## config.mk

```make
export PLATFORM = sky130hd
export DESIGN_NAME = sector_region_router
export DESIGN_NICKNAME = d
export VERILOG_FILES = /design/src/srr_pkg.sv /design/src/sector_region_router.sv
export SDC_FILE = /design/constraint.sdc
export NUM_CORES = 1
export LEC_CHECK = 0
export BUFFER_PORTS_ARGS = -buffer_cell sky130_fd_sc_hd__buf_2
export CAP_MARGIN = 20
export CORE_ASPECT_RATIO = 0.9
export CORE_MARGIN = 1
export CORE_UTILIZATION = 30
export CTS_CLUSTER_SIZE = 8
export DETAILED_ROUTE_END_ITERATION = 16
export PLACE_DENSITY = 0.49
export SLEW_MARGIN = 15
export SYNTH_ARGS = -nofsm -noshare
export SYNTH_HDL_FRONTEND = slang
export SYNTH_SLANG_ARGS = --single-unit
```

## constraint.sdc

```tcl
create_clock -name clk -period 13.6 [get_ports clk]
set_input_delay 2.04 -clock clk [delete_from_list [all_inputs] [get_ports clk]]
set_output_delay 2.04 -clock clk [all_outputs]
set_load 0.02 [all_outputs]
```

## src/srr_pkg.sv

```systemverilog
// ----------------------------------------------------------------------------
// srr_pkg
// Types and constants shared by the sector region router.
// ----------------------------------------------------------------------------
`default_nettype none

package srr_pkg;

  // Regions in the layout, and registers in the config file.
  localparam int REGION_COUNT = 8;
  localparam int NUM_REGS     = 8;

  localparam int REGION_IDX_W = $clog2(REGION_COUNT);
  localparam int REG_IDX_W    = $clog2(NUM_REGS);
  localparam int CFG_INDEX_W  = REG_IDX_W + 1;   // room for out-of-range indexes

  localparam int SECTOR_W     = 32;
  localparam int COUNT_W      = 16;
  localparam int LEN_W        = 23;
  localparam int OUT_IDX_W    = 3;
  // Region ends never exceed the sum of all region lengths.
  localparam int SUM_W        = LEN_W + $clog2(REGION_COUNT);

  // Reset lengths: boot record one sector, root directory two sectors.
  localparam int BOOT_REG     = 0;
  localparam int ROOT_REG     = 3;
  localparam logic [LEN_W-1:0] BOOT_RESET_LEN = LEN_W'(1);
  localparam logic [LEN_W-1:0] ROOT_RESET_LEN = LEN_W'(2);

  typedef struct packed {
    logic [SECTOR_W-1:0] start_sector;
    logic [COUNT_W-1:0]  sector_count;
  } srr_req_t;

  typedef struct packed {
    logic [OUT_IDX_W-1:0] region_index;
    logic [LEN_W-1:0]     region_offset;
    logic [COUNT_W-1:0]   run_count;
    logic [COUNT_W-1:0]   transfer_position;
    logic                 covered;
    logic                 last_run;
  } srr_run_t;

endpackage

`default_nettype wire

```

## src/sector_region_router.sv

```systemverilog
// ----------------------------------------------------------------------------
// sector_region_router
// Splits a transfer request into runs over up to eight end-to-end regions.
// ----------------------------------------------------------------------------
// A request is taken when the block is idle; it then walks the regions one
// per cycle, except while a run waits on an output register held by out_stall,
// with a single add/compare/subtract unit, keeping a running region start, and
// emits one run for each region the transfer overlaps, followed by one
// uncovered run for any remainder past the last region (or an empty uncovered
// run for a zero-sector request). A request is accepted in ST_IDLE, then walks
// in ST_WALK (skipped for a zero-sector request) and ends in ST_TAIL unless
// the transfer ends inside a region. The region walk is the limiting loop.
// in_stall is high while a request is in progress. Region lengths are written
// through the cfg port (index 0..7; higher indexes are ignored); the user must
// write them only while the block is idle, which the block does not enforce.
`default_nettype none

module sector_region_router (
  input  wire                              clk,
  input  wire                              rst_n,

  input  wire                              in_valid,
  output logic                             in_stall,
  input  srr_pkg::srr_req_t                in_data,

  output logic                             out_valid,
  input  wire                              out_stall,
  output srr_pkg::srr_run_t                out_data,

  input  wire                              cfg_valid,
  output logic                             cfg_ready,
  input  wire [srr_pkg::CFG_INDEX_W-1:0]   cfg_index,
  input  wire [srr_pkg::LEN_W-1:0]         cfg_data
);

  typedef enum logic [1:0] {
    ST_IDLE,
    ST_WALK,
    ST_TAIL
  } state_t;

  state_t state_r, state_nxt;

  logic [srr_pkg::LEN_W-1:0]        len_r [srr_pkg::NUM_REGS];

  logic [srr_pkg::SECTOR_W-1:0]     cur_r, cur_nxt;
  logic [srr_pkg::COUNT_W-1:0]      left_r, left_nxt;
  logic [srr_pkg::COUNT_W-1:0]      pos_r, pos_nxt;
  logic [srr_pkg::SUM_W-1:0]        start_r, start_nxt;
  logic [srr_pkg::REGION_IDX_W-1:0] idx_r, idx_nxt;

  logic                             out_valid_r, out_valid_nxt;
  srr_pkg::srr_run_t                out_data_r, out_data_nxt;

  logic                             out_free;
  logic                             in_take;
  logic                             cfg_take;
  logic [srr_pkg::LEN_W-1:0]        len_sel;
  logic [srr_pkg::SUM_W-1:0]        end_sum;
  logic [srr_pkg::SECTOR_W-1:0]     start_ext;
  logic [srr_pkg::SECTOR_W-1:0]     end_ext;
  logic                             hit;
  logic [srr_pkg::SECTOR_W-1:0]     room;
  logic [srr_pkg::COUNT_W-1:0]      run;
  logic [srr_pkg::SECTOR_W-1:0]     offset;
  logic                             last_region;

  assign in_stall  = (state_r != ST_IDLE);
  assign in_take   = in_valid && !in_stall;
  assign cfg_ready = 1'b1;
  assign cfg_take  = cfg_valid && cfg_ready;
  assign out_valid = out_valid_r;
  assign out_data  = out_data_r;
  assign out_free  = !out_valid_r || !out_stall;

  // Shared unit: region end, overlap test, run length.
  always_comb begin
    len_sel     = len_r[srr_pkg::REG_IDX_W'(idx_r)];
    end_sum     = start_r + srr_pkg::SUM_W'(len_sel);
    start_ext   = srr_pkg::SECTOR_W'(start_r);
    end_ext     = srr_pkg::SECTOR_W'(end_sum);
    hit         = (cur_r >= start_ext) && (cur_r < end_ext);
    room        = end_ext - cur_r;
    run         = (room > srr_pkg::SECTOR_W'(left_r)) ? left_r
                                                      : srr_pkg::COUNT_W'(room);
    offset      = cur_r - start_ext;
    last_region = (idx_r == srr_pkg::REGION_IDX_W'(srr_pkg::REGION_COUNT - 1));
  end

  always_comb begin
    state_nxt     = state_r;
    cur_nxt       = cur_r;
    left_nxt      = left_r;
    pos_nxt       = pos_r;
    start_nxt     = start_r;
    idx_nxt       = idx_r;
    out_data_nxt  = out_data_r;
    out_valid_nxt = out_valid_r && out_stall;

    case (state_r)
      ST_IDLE: begin
        if (in_take) begin
          cur_nxt   = in_data.start_sector;
          left_nxt  = in_data.sector_count;
          pos_nxt   = '0;
          start_nxt = '0;
          idx_nxt   = '0;
          // zero-sector request goes straight to an empty uncovered run
          state_nxt = (in_data.sector_count == '0) ? ST_TAIL : ST_WALK;
        end
      end

      ST_WALK: begin
        if (hit && !out_free) begin
          // hold this region until the output register frees up
        end else begin
          if (hit) begin
            out_valid_nxt                  = 1'b1;
            out_data_nxt.region_index      = srr_pkg::OUT_IDX_W'(idx_r);
            out_data_nxt.region_offset     = srr_pkg::LEN_W'(offset);
            out_data_nxt.run_count         = run;
            out_data_nxt.transfer_position = pos_r;
            out_data_nxt.covered           = 1'b1;
            out_data_nxt.last_run          = (left_r == run);
            cur_nxt  = cur_r + srr_pkg::SECTOR_W'(run);
            left_nxt = left_r - run;
            pos_nxt  = pos_r + run;
          end
          start_nxt = end_sum;
          idx_nxt   = idx_r + srr_pkg::REGION_IDX_W'(1);
          if (hit && (left_r == run)) begin
            state_nxt = ST_IDLE;
          end else if (last_region) begin
            state_nxt = ST_TAIL;
          end
        end
      end

      ST_TAIL: begin
        if (out_free) begin
          out_valid_nxt                  = 1'b1;
          out_data_nxt.region_index      = '0;
          out_data_nxt.region_offset     = '0;
          out_data_nxt.run_count         = left_r;
          out_data_nxt.transfer_position = pos_r;
          out_data_nxt.covered           = 1'b0;
          out_data_nxt.last_run          = 1'b1;
          state_nxt                      = ST_IDLE;
        end
      end

      default: begin
        state_nxt = ST_IDLE;
      end
    endcase
  end

  always_ff @(posedge clk) begin
    if (!rst_n) begin
      state_r     <= ST_IDLE;
      out_valid_r <= 1'b0;
      for (int i = 0; i < srr_pkg::NUM_REGS; i++) begin
        len_r[i] <= '0;
      end
      len_r[srr_pkg::BOOT_REG] <= srr_pkg::BOOT_RESET_LEN;
      len_r[srr_pkg::ROOT_REG] <= srr_pkg::ROOT_RESET_LEN;
    end else begin
      state_r     <= state_nxt;
      out_valid_r <= out_valid_nxt;
      if (cfg_take && (cfg_index < srr_pkg::CFG_INDEX_W'(srr_pkg::NUM_REGS))) begin
        len_r[cfg_index[srr_pkg::REG_IDX_W-1:0]] <= cfg_data;
      end
    end
    cur_r      <= cur_nxt;
    left_r     <= left_nxt;
    pos_r      <= pos_nxt;
    start_r    <= start_nxt;
    idx_r      <= idx_nxt;
    out_data_r <= out_data_nxt;
  end

  // --------------------------------------------------------------------------
  // Assertions
  // --------------------------------------------------------------------------
  a_covered_nonempty: assert property (@(posedge clk) disable iff (!rst_n)
    out_valid_r && out_data_r.covered |-> out_data_r.run_count != '0)
    else $error("covered run with zero length");

  a_uncovered_last: assert property (@(posedge clk) disable iff (!rst_n)
    out_valid_r && !out_data_r.covered |-> out_data_r.last_run)
    else $error("uncovered run not marked last");

  a_index_in_range: assert property (@(posedge clk) disable iff (!rst_n)
    out_valid_r && out_data_r.covered |->
      int'(out_data_r.region_index) < srr_pkg::REGION_COUNT)
    else $error("covered run names a region outside the layout");

  a_walk_conserves: assert property (@(posedge clk) disable iff (!rst_n)
    $past(rst_n) && state_r == ST_WALK && $past(state_r) == ST_WALK |->
      ({1'b0, pos_r} + {1'b0, left_r}) ==
      ($past({1'b0, pos_r}) + $past({1'b0, left_r})))
    else $error("position plus remaining count changed during walk");

endmodule

`default_nettype wire

```

# ---- After elaboration in Yosys (flattened, before gate mapping)
# Memory sizes are Yosys's and may differ from the RTL's. A register that Yosys moved wholly into a read port is not among the register bits.
# Index checks and enable logic that the tools add are counted.
dict set report classes {
  add_sub_neg 7
  magnitude_cmp 4
  n_eq_ne 9
  n_mux 44
  bitwise 2
  reduce_logical 21
}
# cell n
set op_table {}
lappend op_table {{60-bit 2-to-1 mux} 3}
lappend op_table {{60-bit one-hot mux with 2 select lines} 1}
lappend op_table {{16-bit 2-to-1 mux} 7}
lappend op_table {{32-bit 2-to-1 mux} 3}
lappend op_table {{23-bit 2-to-1 mux} 3}
lappend op_table {{16-bit one-hot mux with 2 select lines} 2}
lappend op_table {{32-bit one-hot mux with 2 select lines} 1}
lappend op_table {{26-bit 2-to-1 mux} 2}
lappend op_table {{26-bit one-hot mux with 2 select lines} 1}
lappend op_table {{32-bit by 16-bit adder with 32-bit output} 1}
lappend op_table {{32-bit by 26-bit greater-or-equal comparator with 1-bit output} 1}
lappend op_table {{32-bit by 16-bit greater-than comparator with 1-bit output} 1}
lappend op_table {{32-bit by 26-bit less-than comparator with 1-bit output} 1}
lappend op_table {{26-bit by 32-bit subtractor with 32-bit output} 1}
lappend op_table {{26-bit by 23-bit adder with 26-bit output} 1}
lappend op_table {{23-bit OR reduction} 1}
lappend op_table {{23-bit subtractor} 1}
lappend op_table {{16-bit adder} 1}
lappend op_table {{16-bit == test} 1}
lappend op_table {{16-bit logical NOT} 1}
lappend op_table {{16-bit subtractor} 1}
lappend op_table {{2-bit 2-to-1 mux} 6}
lappend op_table {{3-bit 2-to-1 mux} 4}
lappend op_table {{4-bit AND reduction} 3}
lappend op_table {{18 further kinds} 39}
dict set report totals {
  regBits 156
  ram_bits 184
  in_bits 80
  out_inout_bits 63
  word_cells 101
  memories 1
}
# name depth word_bits rd rd_ports_with_merged_regs wr line
set memory_table {}
lappend memory_table {len_r 8 23 1 1 8 sector_region_router.sv:44} ;# logic [srr_pkg::LEN_W-1:0] len_r [srr_pkg::NUM_REGS];

# ---- Depth between registers and ports, before layout
dict set report depth {
  word_depth 9
  depth_mapped 49
  ltp_nobuf 44
}

# ---- Worst setup path before layout
# OpenSTA, ideal clock, no wires.
dict set report synth_timing {
  path_kind {register to register}
  from {register with a tool-made name}
  to {register cur_r[28] (netlist bit) (data pin)}
  setup_ps 270
  t_arrival_ps 9958
  required_time_ps 13330
  slack_ps 3371
  path_stages_with_launch 48
  path_buffers 4
  period_less_slack_ps 10229
  cell_sequence {dfxtp_1 clkbuf_1 buf_1 mux4_2 mux2_2 ha_1 inv_1 fa_1 nor2b_1 o21a_1 o21ai_0 a21oi_1 a41oi_1 xnor2_1 ha_1 a21o_1 a21o_1 a21o_1 [... 12 more ...] or4b_1 buf_6 buf_6 o21ai_0 ha_1 inv_1 fa_1 nor2b_1 o21ai_0 a21boi_0 o21ai_0 a21boi_0 o2111ai_1 a31o_2 o211ai_1 nand3_1 xnor2_1 a21oi_1}
}
# item line
set synth_rtl {}
lappend synth_rtl {{end signal, assigned} sector_region_router.sv:174} ;# cur_r <= cur_nxt;
lappend synth_rtl {{end, declared} sector_region_router.sv:46} ;# logic [srr_pkg::SECTOR_W-1:0] cur_r, cur_nxt;

==> impl_results.md <==
- DRC viols: 0
- Post_cts resized: 0
- Start point of the worst hold path: pos_r[15]$_SDFFCE_PN0P_
- Largest net degree at the start of global routing: 66
- Worst skew pair latency: 0.62 ns
- Crit. End Element: register
- I/O Buffers: 141
- Hold Path Sink: out_data[17]$_DFFE_PP_
- Syn nets: approximately 2,200
- Layout cells sized above 1: 0.173
- CP max FO: 20
- HPWL after DPL: 45.1 mm
- Core ar.: 70,100 um^2
- Die span in y: 255 um
- Slew Limit Fails: 0
- Final Cycle Share: 0.850
- Synth Instances: between 1,500 and 2,000
- Grt ovf: 0
- Antenna cells: 0
- Post-Route WL: 62.3 mm
- Gr usage total: 0.174
- Post-CTS Setup Inserts: 0
- Worst-Margin Slew: 0.830 ns
- Initial core utilization: 0.304
- CP startpoint kind: register
- Largest stage delay on the critical path: 0.80 ns
- HP Class: reg2reg
- Syn_area_per_cell: 10.9 um^2
- R2R Setup Slk: 2.04 ns
- Sequential area share after synthesis: 0.481
- Vias per inst: 5.05
- Design area: 24,600 um^2
- CTS tree: yes
- Post-synth EDFFs: between 300 and 400
- Ys Warns: 0
- Post-route ant nets: 0
- Die width: 283 um
- First-pass GRT wire length: about 94 mm
- Worst EP required: 13.88 ns
- Final hold slack: 0.461 ns
- Rows: 92
- I/O pins: about 140
- Initial antenna violation count: 2
- Max Fclk: between 0.08 and 0.09 GHz
- CP max stage cell: dfxtp_2
- R2R cell count: 44
- Mapped Area: 21,300 um^2
- CTS HTree Levels: 2
- Ys flop type: edfxtp_1
- Root Driver: clkbuf_16
- Number of global-route vias before repair: 15,800
- Status: finished, final reports clean
- #FFs+latches synth: 343
- Setup TNS: 0 ns
- Kind of critical path: reg2reg
- Fin nets: 2,341
- Maxcap violations: 0
- Combined buffer and inverter count along the critical path: 3
- Hold Path Depth: 0
- CTS sink count: 343
- Hold_buf cts: 0
- Synth cell types: 85
- Dpl cell area: 23,100 um^2
- DR vias: 15,600
- Inserted Clock Buffers: 50
- FF-to-FF End: cur_r[28]$_DFFE_PP_
- Die area: approximately 72,000 um^2
- 1st-iter DRT viols: 906
- Kind of cell adding the most delay to the critical path: compound AO/OA/AOI/OAI gates
- Unrepaired setup endpoints after global routing: no
- Area delta synth->final: 15.7%
- DP Worst Slack: 2.08 ns
- Clk slew on worst S/H paths: 0.05 ns
- Final setup vio count: 0
- Slew HR: 0.442
- Final hold vios: 0
- Setup slack after layout: 2.04 ns
- Critical Path AT: between 10 and 15 ns
- Post-layout min period: 11.56 ns
- Routed WL per cell: 20.2 um
- Ys async rst share: 0
- Clk_skew: 0.0595 ns
- Final GP Congestion: 0.890
- Max clock buf depth: 3
- First-pass detailed-route iteration total: 5
-- cell families (layout without fill, tap and decap cells) --
| kind of cell | count (synthesis) | after routing | share of synthesized area |
|---|---|---|---|
| xor+xnor | 94 | 94 | 0.0387 |
| mux | 121 | 121 | 0.0893 |
| other cells | 1 | 1 | 0.000176 |
| flops | 343 | 343 | 0.481 |
| fa+ha+maj | 148 | 148 | 0.0891 |
| buf+inv | 202 | 389 | 0.0373 |
| simple gates | 698 | 698 | 0.154 |
| compound gates | 354 | 354 | 0.110 |
-- cell usage after synthesis (7+ instances only) --
cell,number,area [um^2]
edfxtp_1,337,10100
nor2_1,288,1080
ha_1,142,1780
nand2_1,136,510
inv_1,133,499
a21oi_1,97,485
o21ai_0,69,345
and2_1,63,394
xnor2_1,62,543
mux2_2,58,653
clkbuf_1,48,180
nor3_1,48,240
mux4_2,46,1040
a21o_1,40,300
xor2_1,32,280
nand3_1,29,145
nor2b_1,26,163
a211oi_1,19,143
nand4_1,19,119
nand2b_1,17,106
o21a_1,15,113
a21boi_0,13,97.6
a31oi_1,12,75.1
and3_1,12,75.1
nor4_1,12,75.1
buf_1,11,41.3
or3_1,10,62.6
mux2i_1,9,90.1
mux2_4,8,120
o211ai_1,8,60.1
o31ai_1,8,60.1
or2_2,7,43.8
-- worst max-delay path by stage --
stage	depth (start not counted)	end	from	slack (ns)
3_5_place_dp	44	cur_r[28]$_DFFE_PP_	register	2.08
3_3_place_gp	44	cur_r[28]$_DFFE_PP_	register	2.30
5_1_grt	44	cur_r[24]$_DFFE_PP_	register	0.87
6_report	44	cur_r[28]$_DFFE_PP_	register	2.04
2_1_floorplan	47	cur_r[28]$_DFFE_PP_	register	3.37
4_1_cts	44	cur_r[28]$_DFFE_PP_	register	2.03
-- flip-flops by register name (all words and copies together), names as in the netlist, named ones only --
signal,count
len_r,184
out_data,60
cur_r,32
start_r,26
left_r,16
pos_r,16
idx_r,3
state_r,2
out_valid,1
-- placed cells by master (no fill, tap or decap), types with 9 or more instances in the layout --
cell type,n
nor2b_1,26
clkbuf_16,50
clkbuf_1,28
buf_2,141
mux2_2,58
a21oi_1,96
nand3_1,29
nand4_1,19
nor3_1,47
inv_1,133
xor2_1,32
nand2_1,136
nand2b_1,16
xnor2_1,62
a31oi_1,12
ha_1,141
nor2_1,287
a21o_1,40
mux2i_1,9
mux4_2,46
and2_1,64
a211oi_1,19
a21boi_0,13
nor4_1,12
or3_1,10
buf_4,27
and3_1,12
edfxtp_1,337
o21a_1,15
o21ai_0,69
-- final cells by class --
| cell class | count | area [um^2] |
|---|---|---|
| Timing Repair Buffer | 168 | 908 |
| Clock inverter | 7 | 123 |
| Fill cell | 6985 | 45500 |
| Multi-Input combinational cell | 1416 | 10300 |
| Sequential cell | 343 | 10200 |
| Clock buffer | 80 | 1380 |
| Tap cell | 940 | 1180 |
| Inverter | 134 | 503 |
-- per-stage QoR --
stage | cells | utilization
2_1_floorplan | 1961 | -
5_1_grt | 3088 | 0.351
4_1_cts | 3088 | 0.351
6_report | 3088 | 0.351
3_5_place_dp | 3001 | 0.330
3_3_place_gp | 3001 | 0.330
-- routing by layer --
metal / GRT usage / wire length (um)
met1: 0.238 / 28800
met2: 0.288 / 29000
met3: 0.0265 / 3220
met4: 0.0425 / 1250
met5: 0 / 0
Power is not shown: default switching activity piles up to over one toggle a cycle in this logic, so the estimate is an artifact.
